$ cat config.mk
export PLATFORM = sky130hd
export DESIGN_NAME = xorshift128_random_generator
export DESIGN_NICKNAME = d
export VERILOG_FILES = /design/src/rtl/xs128_pkg.sv /design/src/rtl/xorshift128_random_generator.sv /design/src/rtl/xs128_mul.sv
export VERILOG_INCLUDE_DIRS = /design/src /design/src/rtl
export SDC_FILE = /design/constraint.sdc
export NUM_CORES = 2
export LEC_CHECK = 0
export BUFFER_PORTS_ARGS = -buffer_cell sky130_fd_sc_hd__buf_2
export CORE_MARGIN = 10
export CORE_UTILIZATION = 35
export CTS_CLUSTER_DIAMETER = 60
export DETAILED_ROUTE_END_ITERATION = 10
export PLACE_DENSITY_LB_ADDON = 0.05
export SETUP_SLACK_MARGIN = 0.4
export SLEW_MARGIN = 30
export SYNTH_ARGS = -nofsm -noshare
export SYNTH_HDL_FRONTEND = slang
export SYNTH_SLANG_ARGS = --single-unit
$ cat constraint.sdc
create_clock -name clk -period 15.4 [get_ports clk]
set_clock_uncertainty 0.1 [all_clocks]
set_input_delay 1.54 -clock clk [delete_from_list [all_inputs] [get_ports clk]]
set_output_delay 1.54 -clock clk [all_outputs]
set_load 0.02 [all_outputs]
$ cat src/rtl/xorshift128_random_generator_macros.svh
`ifndef XORSHIFT128_RANDOM_GENERATOR_MACROS_SVH
`define XORSHIFT128_RANDOM_GENERATOR_MACROS_SVH

// Same-cycle implication, checked outside reset.
`define XS_ASSERT_NOW(label, ante, cons, msg) \
  label: assert property (@(posedge clk) disable iff (rst) (ante) |-> (cons)) else $error(msg);

// Next-cycle implication, checked outside reset.
`define XS_ASSERT_NEXT(label, ante, cons, msg) \
  label: assert property (@(posedge clk) disable iff (rst) (ante) |=> (cons)) else $error(msg);

`endif

$ cat src/rtl/xs128_pkg.sv
`default_nettype none

package xs128_pkg;

  localparam int WORD_W = 32;
  localparam int NUM_WORDS = 4;

  typedef logic [WORD_W-1:0] word_t;
  typedef logic [2*WORD_W-1:0] prod_t;

  typedef enum logic [1:0] {
    OP_SEED  = 2'd0,
    OP_DRAW  = 2'd1,
    OP_RANGE = 2'd2,
    OP_NONE  = 2'd3
  } opcode_t;

  localparam word_t SEED_MULT = 32'd1812433253;
  localparam word_t RESET_W0 = 32'd123456789;
  localparam word_t RESET_W1 = 32'd362436069;
  localparam word_t RESET_W2 = 32'd521288629;
  localparam word_t RESET_W3 = 32'd88675123;

  localparam int SHIFT_A = 11;
  localparam int SHIFT_B = 19;
  localparam int SHIFT_C = 8;
  localparam int SHIFT_SEED = 30;

  function automatic word_t seed_mix(input word_t x);
    return x ^ (x >> SHIFT_SEED);
  endfunction

  function automatic word_t draw_next(input word_t w0, input word_t w3);
    word_t t;
    t = w0 ^ (w0 << SHIFT_A);
    return (w3 ^ (w3 >> SHIFT_B)) ^ (t ^ (t >> SHIFT_C));
  endfunction

endpackage

`default_nettype wire

$ cat src/rtl/xorshift128_random_generator.sv
// From request acceptance to m_tvalid, a raw draw, an empty range or an unused opcode goes straight
// to ST_DONE, a range draw passes ST_RANGE_MUL and ST_RANGE_ADD, and seeding passes ST_SEED_MUL and
// ST_SEED_ADD once per state word, plus any output stall in ST_DONE. One request is in flight at a
// time; the next is taken the cycle after the result is registered.
// Each multiply uses the shared 32x32 multiplier, whose product is registered. Synchronous
// active-high reset loads the standard xorshift128 state words.
`default_nettype none
`include "xorshift128_random_generator_macros.svh"

module xorshift128_random_generator (
  input  wire logic        clk,
  input  wire logic        rst,
  input  wire logic        s_tvalid,
  output logic             s_tready,
  input  wire logic [95:0] s_tdata,  // seed_value, range_min, range_max
  input  wire logic [1:0]  s_tuser,  // opcode
  output logic             m_tvalid,
  input  wire logic        m_tready,
  output logic [63:0]      m_tdata   // raw_word, ranged_value
);
  import xs128_pkg::*;

  typedef enum logic [2:0] {
    ST_IDLE,
    ST_SEED_MUL,
    ST_SEED_ADD,
    ST_RANGE_MUL,
    ST_RANGE_ADD,
    ST_DONE
  } state_t;

  state_t  state;
  opcode_t op;
  word_t   words [NUM_WORDS];
  word_t   rmin;
  word_t   rmax;
  word_t   mul_a;
  word_t   mul_b;
  prod_t   prod;
  logic    span_full;
  logic [1:0] cnt;
  word_t   res_raw;
  word_t   res_ranged;

  word_t   in_seed;
  word_t   in_min;
  word_t   in_max;
  opcode_t in_op;
  word_t   draw_word;
  word_t   span_low;
  word_t   seed_word;
  word_t   offset;

  assign in_seed = s_tdata[31:0];
  assign in_min  = s_tdata[63:32];
  assign in_max  = s_tdata[95:64];
  assign in_op   = opcode_t'(s_tuser);

  assign draw_word = draw_next(words[0], words[3]);
  assign span_low  = in_max - in_min + 32'd1;
  assign seed_word = prod[WORD_W-1:0] + word_t'(cnt) + 32'd1;
  assign offset    = span_full ? mul_a : prod[2*WORD_W-1:WORD_W];

  assign s_tready = (state == ST_IDLE);

  xs128_mul u_mul (
    .clk     (clk),
    .a       (mul_a),
    .b       (mul_b),
    .product (prod)
  );

  always_ff @(posedge clk) begin
    if (rst) begin
      state    <= ST_IDLE;
      m_tvalid <= 1'b0;
      words[0] <= RESET_W0;
      words[1] <= RESET_W1;
      words[2] <= RESET_W2;
      words[3] <= RESET_W3;
      cnt      <= 2'd0;
    end else begin
      if (m_tvalid && m_tready && state != ST_DONE) begin
        m_tvalid <= 1'b0;
      end
      unique case (state)
        ST_IDLE: begin
          if (s_tvalid) begin
            op   <= in_op;
            rmin <= in_min;
            rmax <= in_max;
            unique case (in_op)
              OP_SEED: begin
                mul_a <= seed_mix(in_seed);
                mul_b <= SEED_MULT;
                cnt   <= 2'd0;
                state <= ST_SEED_MUL;
              end
              OP_DRAW: begin
                words[0]   <= words[1];
                words[1]   <= words[2];
                words[2]   <= words[3];
                words[3]   <= draw_word;
                res_raw    <= draw_word;
                res_ranged <= '0;
                state      <= ST_DONE;
              end
              OP_RANGE: begin
                if ($signed(in_min) >= $signed(in_max)) begin
                  res_raw    <= '0;
                  res_ranged <= in_min;
                  state      <= ST_DONE;
                end else begin
                  words[0]  <= words[1];
                  words[1]  <= words[2];
                  words[2]  <= words[3];
                  words[3]  <= draw_word;
                  mul_a     <= draw_word;
                  mul_b     <= span_low;
                  span_full <= (span_low == '0);
                  state     <= ST_RANGE_MUL;
                end
              end
              default: begin
                res_raw    <= '0;
                res_ranged <= '0;
                state      <= ST_DONE;
              end
            endcase
          end
        end
        ST_SEED_MUL: begin
          state <= ST_SEED_ADD;
        end
        ST_SEED_ADD: begin
          words[cnt] <= seed_word;
          if (cnt == 2'd3) begin
            res_raw    <= '0;
            res_ranged <= '0;
            state      <= ST_DONE;
          end else begin
            mul_a <= seed_mix(seed_word);
            cnt   <= cnt + 2'd1;
            state <= ST_SEED_MUL;
          end
        end
        ST_RANGE_MUL: begin
          state <= ST_RANGE_ADD;
        end
        ST_RANGE_ADD: begin
          res_raw    <= mul_a;
          res_ranged <= rmin + offset;
          state      <= ST_DONE;
        end
        ST_DONE: begin
          if (!m_tvalid || m_tready) begin
            m_tvalid <= 1'b1;
            m_tdata  <= {res_ranged, res_raw};
            state    <= ST_IDLE;
          end
        end
        default: begin
          state <= ST_IDLE;
        end
      endcase
    end
  end

  `XS_ASSERT_NEXT(a_seed_start, s_tvalid && s_tready && s_tuser == OP_SEED, state == ST_SEED_MUL && cnt == 2'd0, "seed request did not start the multiply chain")
  `XS_ASSERT_NEXT(a_draw_fast, s_tvalid && s_tready && s_tuser == OP_DRAW, state == ST_DONE && res_ranged == '0, "raw draw did not finish in one step")
  `XS_ASSERT_NOW(a_range_bounds, state == ST_DONE && op == OP_RANGE && $signed(rmin) < $signed(rmax), $signed(res_ranged) >= $signed(rmin) && $signed(res_ranged) <= $signed(rmax), "range result outside bounds")

endmodule

`default_nettype wire

$ cat src/rtl/xs128_mul.sv
`default_nettype none

module xs128_mul (
  input  wire logic             clk,
  input  wire xs128_pkg::word_t a,
  input  wire xs128_pkg::word_t b,
  output xs128_pkg::prod_t      product
);
  import xs128_pkg::*;

  always_ff @(posedge clk) begin
    product <= prod_t'(a) * prod_t'(b);
  end

endmodule

`default_nettype wire

==> flow_metrics.tcl <==
set metrics [dict create \
    placed_area_um2 58190 \
    path_class "reg -> reg" \
    postCtsSetupRepairBufs 0 \
    worst_setup_path_start_kind "register" \
    relSlewSlack_pct 30.39 \
    synth_top_area_share_pct 32.74 \
    grt_pass1_vias 42290 \
    ff2ff_path_depth 23 \
    die-height_um 416.6 \
    synthAdderAreaFrac_pct 41.58 \
    globalplace.congestion 0.8458 \
    viasPerCell 5.001 \
    fmax_mhz 114.1 \
    worstReg2RegStart "mul_a[17]" \
    status "complete, no violations" \
    antenna_found_initial 17 \
    overflow 0 \
    ioPinCount 168 \
    finalMaxSlewViolations 0 \
    vias 38710 \
    syn_area_um2 55040 \
    yosys.area_share.simple_pct 14.93 \
    whs_path_depth 0 \
    io_buffers 167 \
    r2r_end "u_mul.product[63]" \
    hold_end "m_tdata[34]" \
    root_buffer "clkbuf_16" \
    finalSetupViolations 0 \
    finalCriticalPeriod_ns 8.767 \
    worstSkewPairLatency_ns 0.65 \
    r2r_slack_ns 6.63 \
    synth_top_area_cell "fa_1" \
    fill_cells 15770 \
    numCtsBuffers 50 \
    finalSetupTns_ns 0 \
    drt_first_iter_violations 2065 \
    cts_resized 0 \
    required_ns 15.80 \
    synth.most_common_cell "inv_1" \
    cts_num_sinks 423 \
    totalWireLength_mm 180.9 \
    ys.warnings.count 0 \
    ant_nets 0 \
    dieWidth_um 416.6 \
    synth_top_family_by_area "adder cells" \
    worst_pin_slew_ns 1.037 \
    syn_inst 5611 \
    nNetsFinal 7029 \
    hold_buffers 0 \
    rsz0062_at_grt "no" \
    row_count 145 \
    yosysSeqAreaShare_pct 21.81 \
    die_area_um2 173500 \
    period_share_pct 56.93 \
    ys_ff_latch 423 \
    synthTopCellsByCount "inv_1, fa_1, nand2_1, and2_1, ha_1" \
    min_path_type "reg -> reg" \
    routedWlPerCell_um 23.37 \
    crit_fanout 33 \
    worst_setup_path_end_kind "register" \
    dr.pass1.iters 5 \
    netlist_top_cells_area "fa_1, edfxtp_1, ha_1, and2_1, inv_1" \
    design_area_um2 59870 \
    synth_xor_xnor_area_share_pct 3.867 \
    h-tree-depth 2 \
    place_hpwl_mm 138.1 \
    grt_pass1_wl_mm 277.0 \
    ys_types 85 \
    worstHoldStart "res_ranged[2]" \
    start_util_pct 35.23 \
    clock_path_buffers 3 \
    arrival_ns 9.17 \
    grt_start_max_net_pins 52 \
    max_cap_viol_count 0 \
    grt_usage_pct 20.91 \
    cts_tree "done" \
    coreArea_um2 156200 \
    drc 0 \
    cts.reportedPaths.clkPinSlew_ns 0.06 \
    finalHoldViolCount 0 \
    synth_flop_cell "edfxtp_1" \
    layout-drive-gt1-share_pct 7.378 \
    synth_mux_area_share_pct 0.7979 \
    synth_compound_area_share_pct 8.284 \
    postSynthAreaPerCell_um2 9.809 \
    areaGrowthSynthToFinish_pct 8.784 \
    synthArstFlopShare_pct 0 \
    synth_edf_count 353 \
    syn_nets 7002 \
]
## stage by stage
step                      cells  hold WS [ns]  util (%)  setup WS [ns]
final                      7740        0.3171     38.33          6.633
after global placement     7644        0.3009     37.24          6.596
after floorplan            5611        0.3003         -          1.321
after CTS                  7737        0.3184     38.32          6.468
after global routing       7737        0.3211     38.33          6.220
after detailed placement   7644        0.3045     37.25          6.599
## how the worst max path moves through the flow
stage | depth (start not counted) | startpoint | end
global placement | 27 | mul_a[12] | u_mul.product[60]
global route | 27 | mul_a[12] | u_mul.product[56]
floorplan | 12 | s_tdata[32] | res_ranged[0]
detailed placement | 27 | mul_a[12] | u_mul.product[56]
CTS | 27 | mul_a[12] | u_mul.product[60]
finish | 23 | mul_a[17] | u_mul.product[63]
## cells in the final DEF (no fill, tap or decap), types with 26 or more instances in the layout
cell type / n
a21o_1: 78
a21oi_1: 204
a22o_1: 35
and2_1: 597
and3_1: 33
buf_2: 167
buf_4: 99
clkbuf_16: 50
dfxtp_1: 70
edfxtp_1: 353
fa_1: 900
ha_1: 389
inv_1: 985
mux2_2: 31
nand2_1: 646
nand2b_1: 26
nand3_1: 41
nand4_1: 29
nor2_1: 170
o21ai_0: 139
o22a_1: 30
o2bb2ai_1: 32
xnor2_1: 151
xor2_1: 91
## state kept, by name, indices dropped and copies added (netlist names), 32 cells and up
signal and cells:
mul_a 32, mul_b 32, res_raw 32, words 128
u_mul.product 64, m_tdata 64, res_ranged 32, rmin 32
## cell families after synthesis
group                      after synthesis
xor gates and xnor gates               243
buffers and inverters                 1277
DFF                                    423
muxes                                   40
AOI/OAI and AO/OA                      693
adders and majority gates             1289
and+or+nand+nor                       1646
## metal layers
metal	vias to the layer above	wire (µm)	track usage (%)
met4	4	3769	4.067
met1	20140	84800	29.54
li1	17670	-	-
met2	749	85470	34.97
met5	-	33	0
met3	149	6813	1.869
## worst max-delay path, cell delays in order, from the launching register on
cell	delay, ns
edfxtp_1	0.36
buf_4	0.47
nand2_1	0.16
fa_1	0.55
inv_1	0.05
fa_1	0.55
inv_1	0.06
fa_1	0.54
inv_1	0.06
fa_1	0.48
fa_1	0.57
fa_1	0.44
fa_1	0.57
fa_1	0.48
ha_1	0.47
nand2_1	0.11
o21ai_0	0.49
nand2b_1	0.10
a2111oi_0	0.65
nor3_1	0.13
o32ai_1	0.36
a21oi_1	0.19
o31ai_1	0.54
xnor2_1	0.13
## layout make-up
cell class                      instances  area, µm²  share of cell area [%]
Inverter                              986       3701                   6.181
Antenna cell                            3      7.507                 0.01254
Multi-Input combinational cell       3911      38340                   64.03
Clock buffer                           63       1340                   2.238
Clock inverter                         30      334.1                  0.5580
Sequential cell                       423      12000                   20.04
Timing Repair Buffer                  266       1579                   2.637
Tap cell                             2058       2575                   4.301
Power is left out: the tool's default activity adds up to more than one toggle a clock period on the data nets, which glitch-free logic cannot reach.
